## src/hw/rtl/lfu_pkg.sv

```systemverilog
package lfu_pkg;

	typedef enum logic [1:0] {
		ST_IDLE,
		ST_SCAN,
		ST_UPDATE
	} lfu_state_t;

	typedef struct packed {
		logic start;
		logic step;
		logic commit;
	} lfu_cmd_t;

	typedef struct packed {
		logic last;
		logic out_busy;
	} lfu_sts_t;

	localparam logic KIND_GET = 1'b0;
	localparam logic KIND_PUT = 1'b1;

	localparam int CAP_BITS = 5;
	localparam logic [CAP_BITS-1:0] CAP_RESET = 5'd16;

endpackage

```

## src/hw/rtl/lfu_req_if.sv

```systemverilog
interface lfu_req_if;
	logic valid;
	logic ready;
	logic kind;
	logic signed [31:0] key;
	logic signed [31:0] value;

	modport source (output valid, kind, key, value, input ready);
	modport sink (input valid, kind, key, value, output ready);
endinterface

```

## src/hw/rtl/lfu_rsp_if.sv

```systemverilog
interface lfu_rsp_if;
	logic valid;
	logic ready;
	logic hit;
	logic signed [31:0] read_value;
	logic evicted;
	logic signed [31:0] evicted_key;

	modport source (output valid, hit, read_value, evicted, evicted_key, input ready);
	modport sink (input valid, hit, read_value, evicted, evicted_key, output ready);
endinterface

```

## src/hw/rtl/lfu_ctrl.sv

```systemverilog
module lfu_ctrl
	import lfu_pkg::*;
(
	input  logic     clk,
	input  logic     arst_n,
	input  logic     req_valid,
	output logic     req_ready,
	input  lfu_sts_t sts,
	output lfu_cmd_t cmd
);

	lfu_state_t state_q, state_n;

	always_ff @(posedge clk or negedge arst_n) begin
		if (!arst_n) begin
			state_q <= ST_IDLE;
		end else begin
			state_q <= state_n;
		end
	end

	always_comb begin
		state_n = state_q;
		cmd = '0;
		req_ready = 1'b0;
		unique case (state_q)
			ST_IDLE: begin
				req_ready = 1'b1;
				if (req_valid) begin
					cmd.start = 1'b1;
					state_n = ST_SCAN;
				end
			end
			ST_SCAN: begin
				cmd.step = 1'b1;
				if (sts.last) state_n = ST_UPDATE;
			end
			ST_UPDATE: begin
				if (!sts.out_busy) begin
					cmd.commit = 1'b1;
					state_n = ST_IDLE;
				end
			end
			default: state_n = ST_IDLE;
		endcase
	end

endmodule

```

## src/hw/rtl/lfu_datapath.sv

```systemverilog
module lfu_datapath
	import lfu_pkg::*;
#(
	parameter int MAX_ENTRIES = 16,
	parameter int COUNT_BITS = 16
) (
	input  logic                clk,
	input  logic                arst_n,
	input  lfu_cmd_t            cmd,
	output lfu_sts_t            sts,
	input  logic                cfg_we,
	input  logic [CAP_BITS-1:0] cfg_wdata,
	input  logic                in_kind,
	input  logic signed [31:0]  in_key,
	input  logic signed [31:0]  in_value,
	output logic                out_valid,
	input  logic                out_ready,
	output logic                out_hit,
	output logic signed [31:0]  out_read_value,
	output logic                out_evicted,
	output logic signed [31:0]  out_evicted_key
);

	localparam int IW = (MAX_ENTRIES > 1) ? $clog2(MAX_ENTRIES) : 1;
	localparam int CW = $clog2(MAX_ENTRIES + 1);
	localparam int UW = (CW > CAP_BITS) ? CW : CAP_BITS;
	localparam logic [IW-1:0] LAST_IDX = IW'(MAX_ENTRIES - 1);
	localparam logic [UW-1:0] MAX_CAP = UW'(MAX_ENTRIES);

	logic [MAX_ENTRIES-1:0] valid_q;
	logic [31:0]            key_q   [MAX_ENTRIES];
	logic [31:0]            value_q [MAX_ENTRIES];
	logic [COUNT_BITS-1:0]  count_q [MAX_ENTRIES];
	logic [IW-1:0]          rank_q  [MAX_ENTRIES];

	logic [CAP_BITS-1:0]   cap_q;
	logic                  kind_q;
	logic [31:0]           rkey_q, rval_q;
	logic [IW-1:0]         idx_q, match_q, free_q, vic_q;
	logic                  match_found_q, free_found_q, vic_found_q;
	logic [CW-1:0]         used_q;
	logic [COUNT_BITS-1:0] vic_cnt_q;
	logic [IW-1:0]         vic_rank_q;

	logic                  rsp_valid_q, rsp_hit_q, rsp_evicted_q;
	logic [31:0]           rsp_rdata_q, rsp_evkey_q;

	logic                  better;
	logic [UW-1:0]         cap_eff, used_ext;
	logic                  cap_zero, do_evict;

	assign sts.last = (idx_q == LAST_IDX);
	assign sts.out_busy = rsp_valid_q && !out_ready;

	assign better = !vic_found_q || (count_q[idx_q] < vic_cnt_q) ||
		(count_q[idx_q] == vic_cnt_q && rank_q[idx_q] > vic_rank_q);

	assign cap_zero = (cap_q == '0);
	assign cap_eff = (UW'(cap_q) > MAX_CAP) ? MAX_CAP : UW'(cap_q);
	assign used_ext = UW'(used_q);
	assign do_evict = (used_ext >= cap_eff) || !free_found_q;

	always_ff @(posedge clk or negedge arst_n) begin
		if (!arst_n) begin
			cap_q <= CAP_RESET;
		end else if (cfg_we) begin
			cap_q <= cfg_wdata;
		end
	end

	always_ff @(posedge clk) begin
		if (cmd.start) begin
			kind_q <= in_kind;
			rkey_q <= in_key;
			rval_q <= in_value;
			idx_q <= '0;
			match_found_q <= 1'b0;
			free_found_q <= 1'b0;
			vic_found_q <= 1'b0;
			used_q <= '0;
			match_q <= '0;
			free_q <= '0;
			vic_q <= '0;
			vic_cnt_q <= '0;
			vic_rank_q <= '0;
		end else if (cmd.step) begin
			idx_q <= idx_q + 1'b1;
			if (valid_q[idx_q]) begin
				used_q <= used_q + 1'b1;
				if (key_q[idx_q] == rkey_q) begin
					match_found_q <= 1'b1;
					match_q <= idx_q;
				end
				if (better) begin
					vic_found_q <= 1'b1;
					vic_q <= idx_q;
					vic_cnt_q <= count_q[idx_q];
					vic_rank_q <= rank_q[idx_q];
				end
			end else if (!free_found_q) begin
				free_found_q <= 1'b1;
				free_q <= idx_q;
			end
		end
	end

	always_ff @(posedge clk or negedge arst_n) begin
		if (!arst_n) begin
			valid_q <= '0;
			rsp_valid_q <= 1'b0;
		end else begin
			if (rsp_valid_q && out_ready) rsp_valid_q <= 1'b0;
			if (cmd.commit) begin
				rsp_valid_q <= 1'b1;
				if (!cap_zero && !match_found_q && kind_q == KIND_PUT &&
					!(do_evict && vic_found_q) && free_found_q) begin
					valid_q[free_q] <= 1'b1;
				end
			end
		end
	end

	always_ff @(posedge clk) begin
		if (cmd.commit) begin
			rsp_hit_q <= 1'b0;
			rsp_rdata_q <= '0;
			rsp_evicted_q <= 1'b0;
			rsp_evkey_q <= '0;
			if (!cap_zero) begin
				if (match_found_q) begin
					rsp_hit_q <= 1'b1;
					if (kind_q == KIND_GET) rsp_rdata_q <= value_q[match_q];
					else value_q[match_q] <= rval_q;
					if (count_q[match_q] != '1) count_q[match_q] <= count_q[match_q] + 1'b1;
					for (int i = 0; i < MAX_ENTRIES; i++) begin
						if (IW'(i) != match_q && valid_q[i] && rank_q[i] < rank_q[match_q])
							rank_q[i] <= rank_q[i] + 1'b1;
					end
					rank_q[match_q] <= '0;
				end else if (kind_q == KIND_PUT) begin
					if (do_evict && vic_found_q) begin
						rsp_evicted_q <= 1'b1;
						rsp_evkey_q <= key_q[vic_q];
						key_q[vic_q] <= rkey_q;
						value_q[vic_q] <= rval_q;
						count_q[vic_q] <= COUNT_BITS'(1);
						for (int i = 0; i < MAX_ENTRIES; i++) begin
							if (IW'(i) != vic_q && valid_q[i] && rank_q[i] < rank_q[vic_q])
								rank_q[i] <= rank_q[i] + 1'b1;
						end
						rank_q[vic_q] <= '0;
					end else if (free_found_q) begin
						key_q[free_q] <= rkey_q;
						value_q[free_q] <= rval_q;
						count_q[free_q] <= COUNT_BITS'(1);
						for (int i = 0; i < MAX_ENTRIES; i++) begin
							if (IW'(i) != free_q && valid_q[i])
								rank_q[i] <= rank_q[i] + 1'b1;
						end
						rank_q[free_q] <= '0;
					end
				end
			end
		end
	end

	assign out_valid = rsp_valid_q;
	assign out_hit = rsp_hit_q;
	assign out_read_value = rsp_rdata_q;
	assign out_evicted = rsp_evicted_q;
	assign out_evicted_key = rsp_evkey_q;

`ifndef SYNTHESIS
	a_commit_valid: assert property (@(posedge clk) disable iff (!arst_n)
		cmd.commit |=> rsp_valid_q)
		else $error("response not raised after commit");
	a_hit_no_evict: assert property (@(posedge clk) disable iff (!arst_n)
		rsp_valid_q |-> !(rsp_hit_q && rsp_evicted_q))
		else $error("hit and eviction together");
	a_fill_grows: assert property (@(posedge clk) disable iff (!arst_n)
		$countones(valid_q) >= $past($countones(valid_q)))
		else $error("valid entry lost");
	a_commit_free: assert property (@(posedge clk) disable iff (!arst_n)
		cmd.commit |-> (!rsp_valid_q || out_ready))
		else $error("commit over pending response");
`endif

endmodule

```

## src/hw/rtl/lfu_cache_table.sv

```systemverilog
// Channel | Dir | Fields
// req     | in  | kind, key, value
// rsp     | out | hit, read_value, evicted, evicted_key
// cfg     | in  | cfg_we, cfg_wdata (capacity_in_use)
//
// One word is accepted, then scanned slot by slot for key match, fill count,
// free slot and victim, then committed in the update state.
// Reset clears valid bits and the response register; capacity resets to 16.
// A held response stalls the update cycle; the next request waits for it.
module lfu_cache_table
	import lfu_pkg::*;
#(
	parameter int MAX_ENTRIES = 16,
	parameter int COUNT_BITS = 16
) (
	input  logic                clk,
	input  logic                arst_n,
	lfu_req_if.sink             req,
	lfu_rsp_if.source           rsp,
	input  logic                cfg_we,
	input  logic [CAP_BITS-1:0] cfg_wdata
);

	lfu_cmd_t cmd;
	lfu_sts_t sts;

	lfu_ctrl u_ctrl (
		.clk       (clk),
		.arst_n    (arst_n),
		.req_valid (req.valid),
		.req_ready (req.ready),
		.sts       (sts),
		.cmd       (cmd)
	);

	lfu_datapath #(
		.MAX_ENTRIES (MAX_ENTRIES),
		.COUNT_BITS  (COUNT_BITS)
	) u_dp (
		.clk             (clk),
		.arst_n          (arst_n),
		.cmd             (cmd),
		.sts             (sts),
		.cfg_we          (cfg_we),
		.cfg_wdata       (cfg_wdata),
		.in_kind         (req.kind),
		.in_key          (req.key),
		.in_value        (req.value),
		.out_valid       (rsp.valid),
		.out_ready       (rsp.ready),
		.out_hit         (rsp.hit),
		.out_read_value  (rsp.read_value),
		.out_evicted     (rsp.evicted),
		.out_evicted_key (rsp.evicted_key)
	);

endmodule
```

## src/flat_wrapper.sv

```systemverilog
// flat-port wrapper written by rule: the top's interface ports become plain ports
module lfu_cache_table_flat import lfu_pkg::*;
#(
	parameter int MAX_ENTRIES = 16,
	parameter int COUNT_BITS = 16
)
  (clk, arst_n, cfg_we, cfg_wdata, req_valid, req_kind, req_key, req_value, req_ready, rsp_valid, rsp_hit, rsp_read_value, rsp_evicted, rsp_evicted_key, rsp_ready);
  lfu_req_if req_i ();
  lfu_rsp_if rsp_i ();
  input  logic clk;
  input  logic arst_n;
  input  logic cfg_we;
  input  logic [CAP_BITS-1:0] cfg_wdata;
  input wire logic [$bits(req_i.valid)-1:0] req_valid;
  input wire logic [$bits(req_i.kind)-1:0] req_kind;
  input wire logic [$bits(req_i.key)-1:0] req_key;
  input wire logic [$bits(req_i.value)-1:0] req_value;
  output wire logic [$bits(req_i.ready)-1:0] req_ready;
  output wire logic [$bits(rsp_i.valid)-1:0] rsp_valid;
  output wire logic [$bits(rsp_i.hit)-1:0] rsp_hit;
  output wire logic [$bits(rsp_i.read_value)-1:0] rsp_read_value;
  output wire logic [$bits(rsp_i.evicted)-1:0] rsp_evicted;
  output wire logic [$bits(rsp_i.evicted_key)-1:0] rsp_evicted_key;
  input wire logic [$bits(rsp_i.ready)-1:0] rsp_ready;
  assign req_i.valid = req_valid;
  assign req_i.kind = req_kind;
  assign req_i.key = req_key;
  assign req_i.value = req_value;
  assign req_ready = req_i.ready;
  assign rsp_valid = rsp_i.valid;
  assign rsp_hit = rsp_i.hit;
  assign rsp_read_value = rsp_i.read_value;
  assign rsp_evicted = rsp_i.evicted;
  assign rsp_evicted_key = rsp_i.evicted_key;
  assign rsp_i.ready = rsp_ready;
  lfu_cache_table #(.MAX_ENTRIES(MAX_ENTRIES), .COUNT_BITS(COUNT_BITS)) u_core (.clk(clk), .arst_n(arst_n), .req(req_i), .rsp(rsp_i), .cfg_we(cfg_we), .cfg_wdata(cfg_wdata));
endmodule
```

## config.mk

```make
export PLATFORM = sky130hd
export DESIGN_NAME = lfu_cache_table_flat
export DESIGN_NICKNAME = d
export VERILOG_FILES = /design/src/hw/rtl/lfu_pkg.sv /design/src/hw/rtl/lfu_req_if.sv /design/src/hw/rtl/lfu_rsp_if.sv /design/src/hw/rtl/lfu_ctrl.sv /design/src/hw/rtl/lfu_datapath.sv /design/src/hw/rtl/lfu_cache_table.sv /design/src/flat_wrapper.sv
export SDC_FILE = /design/constraint.sdc
export NUM_CORES = 2
export LEC_CHECK = 0
export BUFFER_PORTS_ARGS = -buffer_cell sky130_fd_sc_hd__buf_4
export CAP_MARGIN = 10
export CORE_MARGIN = 2
export CORE_UTILIZATION = 45
export DETAILED_ROUTE_END_ITERATION = 10
export GPL_TIMING_DRIVEN = 0
export HOLD_SLACK_MARGIN = 0.1
export PLACE_DENSITY = 0.68
export SLEW_MARGIN = 20
export SYNTH_ARGS = -nofsm -noshare
export SYNTH_HDL_FRONTEND = slang
export SYNTH_SLANG_ARGS = --single-unit
```

## constraint.sdc

```tcl
create_clock -name clk -period 10.75 [get_ports clk]
set_input_delay 0.5375 -clock clk [delete_from_list [all_inputs] [get_ports clk]]
set_output_delay 0.5375 -clock clk [all_outputs]
set_load 0.01 [all_outputs]
```

# After elaboration in Yosys (flattened, before gate mapping)

Memory sizes are Yosys's and may differ from the RTL's. A register that Yosys moved wholly into a read port is not among the register bits.
Cells that the tools add are included.

Logic and storage cells: 722
Bits in writable memories: 1344
Input port bits: 75
Memories kept: 4
Bits in registers: 135
Output and inout port bits: 68

Equal/unequal tests: 54
Reductions and logical operators: 120
Add/sub/neg operators: 19
Muxes and demuxes: 429
Bitwise gates (word level): 38
Order comparisons: 39

Memory list:

| memory              | words | width | read ports | clocked after memory_dff | write ports | line               | source |
|---|---|---|---|---|---|---|---|
| u_core.u_dp.key_q   | 16    | 32    | 2          | 2                        | 1           | lfu_datapath.sv:31 | `logic [31:0] key_q [MAX_ENTRIES];` |
| u_core.u_dp.value_q | 16    | 32    | 1          | 1                        | 1           | lfu_datapath.sv:32 | `logic [31:0] value_q [MAX_ENTRIES];` |
| u_core.u_dp.count_q | 16    | 16    | 2          | 2                        | 1           | lfu_datapath.sv:33 | `logic [COUNT_BITS-1:0] count_q [MAX_ENTRIES];` |
| u_core.u_dp.rank_q  | 16    | 4     | 19         | 3                        | 17          | lfu_datapath.sv:34 | `logic [IW-1:0] rank_q [MAX_ENTRIES];` |

Operators with widths:

| cell                    | number |
|---|---|
| $mux W1                 | 364 |
| $mux W4                 | 53 |
| $lt A4 B4 Y1            | 32 |
| $mux W32                | 3 |
| $ne A4 B4 Y1 const A    | 24 |
| $reduce_or A32 Y1       | 3 |
| $logic_and A1 B1 Y1     | 89 |
| $add A4 B1 Y4 const B   | 17 |
| $ne A3 B4 Y1 const A    | 12 |
| $eq A32 B32 Y1          | 1 |
| $mux W16                | 2 |
| $or A1 B1 Y1            | 32 |
| $reduce_or A16 Y1       | 2 |
| $ne A2 B4 Y1 const A    | 6 |
| $add A16 B1 Y16 const B | 1 |
| $eq A16 B16 Y1          | 1 |
| $lt A16 B16 Y1          | 1 |
| $ne A16 B16 Y1 const B  | 1 |
| $or A16 B16 Y16         | 1 |
| $ne A1 B4 Y1 const A    | 3 |
| $reduce_and A3 Y1       | 4 |
| $reduce_bool A4 Y1      | 3 |
| $reduce_or A4 Y1        | 3 |
| $lt A4 B5 Y1 const B    | 2 |
| other kinds (23)        | 39 |

# Longest topological paths before layout

Depth in word-level cells: 14
Gate-level depth with buffers: 19
Mapped depth without buffers: 12

# By module

A second synthesis with hierarchy kept.

Cells, all modules: 3811
Area total of the unflattened synthesis: 70460.1 um^2

Modules (own cells, without submodules):

| module       | area each (um^2) | cells an instance | seq. area each (um^2) | times used |
|---|---|---|---|---|
| lfu_datapath | 70355.0          | 3801              | 45324.7               | 1 |
| lfu_ctrl     | 105.1            | 10                | 50.0                  | 1 |

# Worst setup path before layout

No wires, ideal clock.

Path kind: input to register
Start point: input rsp_ready
End point: memory u_core.u_dp.key_q[15][0] (enable)
Arrival time: 6.511 ns
Library setup time: 0.421 ns
Data required time: 10.329 ns
Setup slack: 3.817 ns
Path buffers: 2
Stages on the path: 8
Path through: nor2b_1 > nor2_1 > nand3_1 > a211oi_2 > clkbuf_1 > buf_1 > a21oi_1 > nor2_1

RTL lines:

| item               | line               | source |
|---|---|---|
| start: declaration | flat_wrapper.sv:24 | `input wire logic [$bits(rsp_i.ready)-1:0] rsp_ready;` |
| end: declaration   | lfu_datapath.sv:31 |  |

==> flow_summary.toml <==
[run_status]
status = "finished, violations left"
violations = "DRC"

[synth]
synth_compound_area_share_pct = 3.56
synthXorXnorAreaFrac_pct = 1.01
async_flop_share_pct = 1.54
synth_top_family_by_area = "multiplexers"
ys_seq_area_share_pct = 64.6
synth_nets = 3974
netlist_instances = 3759
synth_edf_count = 1411
synthSimpleGateAreaFrac_pct = 4.26
synth_area_leaders = "edfxtp_1, mux4_2, dfxtp_1"
synth_top_area_cell = "edfxtp_1"
synthAdderAreaFrac_pct = 2.50
yosysMostFrequentCell = "edfxtp_1"
synth_warnings = 0
ys_types = 71
netlist_area_um2 = 70200
synth_top_area_share_pct = 60.4
avgSynthCellArea_um2 = 18.7
synth_flop_cell = "edfxtp_1"
ys_ff_latch = 1555
synth_common_cells = "edfxtp_1, mux4_2, ha_1"
yosys-mux-area-fraction_pct = 22.3

[die]
num_rows = 144
initial_core_util_pct = 45.4
die_h_um = 399
die_area_um2 = 159000
die_w_um = 399
io_pins = 143
core_um2 = 155000

[critical_path]
reg2reg_depth = 17
setup.reg_to_reg.worst_slack_ns = 3.36
crit_path_end = "u_core.u_dp.vic_q[1]"
path_max_fanout = 10
worstPathArrival_ns = 8.10
reg2reg_to = "u_core.u_dp.vic_q[1]"
path_class = "reg2reg"
cp-start-kind = "flop"
endpoint_kind = "flop"
required_ns = 11.46

[clock_tree]
clk_latency_ns = 0.83
clk_pin_slew_worst_paths_ns = 0.06
cts-root-buf = "clkbuf_16"
cts-resized-gates = 0
htreeDepth = 4
ctsLongestPathBuffers = 3
numCtsBuffers = 163
clock-sinks = 1555
cts_tree = "done"

[timing]
rsz0062_at_grt = "no"
finalHoldViolCount = 0
fin_skew_ns = 0.0673
finalSetupViolations = 0
whs_ns = 0.150
fin_crit_sh_pct = 68.7
slew_headroom_pct = 13.1
worst_pin_slew_ns = 1.30
min_period_ns = 7.39
clock.fmax_mhz = 135
final_max_slew_viol_count = 0

[power_and_ir_drop]
seqPwrFrac_pct = 41.4
swShare_pct = 31.3
pwr_density_cell_nw_per_um2 = 209
power_switching_mw = 5.33
internal-power_mw = 11.7
vdd_drop_max_v = 0.000205
p_comb_share_pct = 25.9
p_clk_share_pct = 32.7
leakage_nw = 26.3

[finish]
seq_area_um2 = 45400
drive_gt1_share_pct = 29.4
fill_cells = 12013
fin_util_pct = 52.8
design_area_um2 = 81700
area_growth_syn_to_layout_pct = 16.3
finalNonFillerCells = 6382
final_nets = 4416
multi_input_area_um2 = 24000

[detailed_routing]
num_vias = 41624
wl_mm = 210
drtPass1Iterations = 9
wl_per_cell_um = 33.0
drc = 2
drt_iter0_markers = 6004
ant_nets = 0
avgViaCountPerCell = 6.52

[grt]
grt_pass1_vias = 41151
grt_max_degree = 33
grt_pass1_wl_mm = 297
antenna_found_initial = 4
grt-ovfl-total = 0
track_usage_pct = 26.5

[place]
routabilityCongestion = 0.928
io_buffers = 141
place_area_um2 = 75600
placedCellCount = 6004
hpwlAfterDp_mm = 139

[flow_run]
maxCapViolCount = 0

[worst_hold_path]
min_path_type = "in2reg"
routing by layer:
| layer | vias to the layer above | track usage (%) | part of all wire (%) |
|---|---|---|---|
| met5 | - | 0 | 0.0052 |
| met4 | 2 | 10.8 | 4.6 |
| met3 | 530 | 5.66 | 11 |
| met2 | 2674 | 41.9 | 47 |
| met1 | 21762 | 35.8 | 38 |
| li1 | 16656 | - | - |
flip-flops by register name, indices dropped and copies added, names as in the netlist, 4 cells and up, named ones only:
register                     flops
u_core.u_dp.out_read_value      32
u_core.u_dp.count_q            256
u_core.u_dp.key_q              512
u_core.u_dp.free_q               4
u_core.u_dp.vic_rank_q           4
u_core.u_dp.value_q            512
u_core.u_dp.rkey_q              32
u_core.u_dp.rval_q              32
u_core.u_dp.used_ext             5
u_core.u_dp.rank_q              64
u_core.u_dp.out_evicted_key     32
u_core.u_dp.valid_q             16
u_core.u_dp.cap_q                5
u_core.u_dp.vic_q                4
u_core.u_dp.vic_cnt_q           16
u_core.u_dp.match_q              4
u_core.u_dp.idx_q                4
kinds of logic after synthesis:
kind of cell / count (synthesis)
AO/OA/AOI/OAI: 382
XOR/XNOR: 81
adder cells (fa/ha/maj): 140
buffers and inverters: 290
flip-flops: 1555
multiplexers: 728
AND/OR/NAND/NOR: 583
cells in the final DEF, fill, tap and decap left out, types with 32 or more instances in the layout:
master and n:
a21oi_1 121, and3_1 43, buf_16 33, buf_2 48, buf_4 156, clkbuf_1 158, clkbuf_16 163, clkinv_1 32
dfxtp_1 120, dlygate4sd3_1 74, edfxtp_1 1411, ha_1 140, inv_1 67, mux2i_1 55, mux4_2 668, nand2_1 96
nand3_1 81, nor2_1 118, nor2b_1 52, o21ai_0 69, xnor2_1 58
critical path: stages (launching register included):
cell and delay [ns]:
dfxtp_1 0.34, buf_2 0.32, buf_2 0.55, clkbuf_1 0.73, clkbuf_1 0.86, clkbuf_1 0.93
mux4_2 0.44, mux4_2 0.54, ha_1 0.33, nor2b_1 0.13, o21a_1 0.16, o21a_1 0.15
o21ai_0 0.15, a21oi_1 0.11, o31ai_1 0.66, clkbuf_1 0.46, nand3_1 0.13, a21oi_1 0.23
worst min-delay path by stage:
stage / from / end / slack (ns) / cells after the start
6_report: cfg_we / u_core.u_dp.cap_q[0] / 0.15 / 2
3_3_place_gp: u_core.u_dp.vic_cnt_q[15] / u_core.u_dp.vic_cnt_q[15] / 0.46 / 2
5_1_grt: cfg_we / u_core.u_dp.cap_q[0] / 0.17 / 2
4_1_cts: cfg_we / u_core.u_dp.cap_q[0] / 0.12 / 2
3_5_place_dp: u_core.u_dp.vic_cnt_q[8] / u_core.u_dp.vic_cnt_q[8] / 0.47 / 2
2_1_floorplan: arst_n / u_core.u_ctrl.state_q[0] / 0.24 / 0
metrics by stage:
step                      setup TNS [ns]  worst slack [ns]  total power [mW]
after CTS                              0              3.50              17.0
after global placement          -2735.89             -2.88              11.4
after floorplan                        0              3.82              9.87
after detailed placement               0              3.55              11.5
final                                  0              3.36              17.1
after global routing                   0              3.12              17.5
power groups by stage:
stage | clock (mW) | sequential [mW] | combinational (mW)
finish | 5.58 | 7.06 | 4.41
global route | 5.86 | 7.08 | 4.60
CTS | 5.62 | 7.05 | 4.37
detailed placement | 0 | 7.18 | 4.33
global placement | 0 | 7.17 | 4.26
floorplan | 0 | 7.08 | 2.79
what timing repair did:
action | in CTS | in global routing
hold endpoints to repair | 95 | 0
hold buffers | 74 | 0
setup endpoints to repair | 0 | 0
buffers inserted | 0 | 0
final cells by class:
cell class                      count  area share, %
Buffer                            221           1.25
Clock buffer                      212           5.32
Clock inverter                     89           1.15
Tap cell                         2044           3.13
Sequential cell                  1555           55.6
Antenna cell                        1        0.00306
Timing Repair Buffer              277           3.91
Inverter                           69          0.317
Multi-Input combinational cell   1914           29.4
No activity file was read; power rests on OpenSTA's default activity.
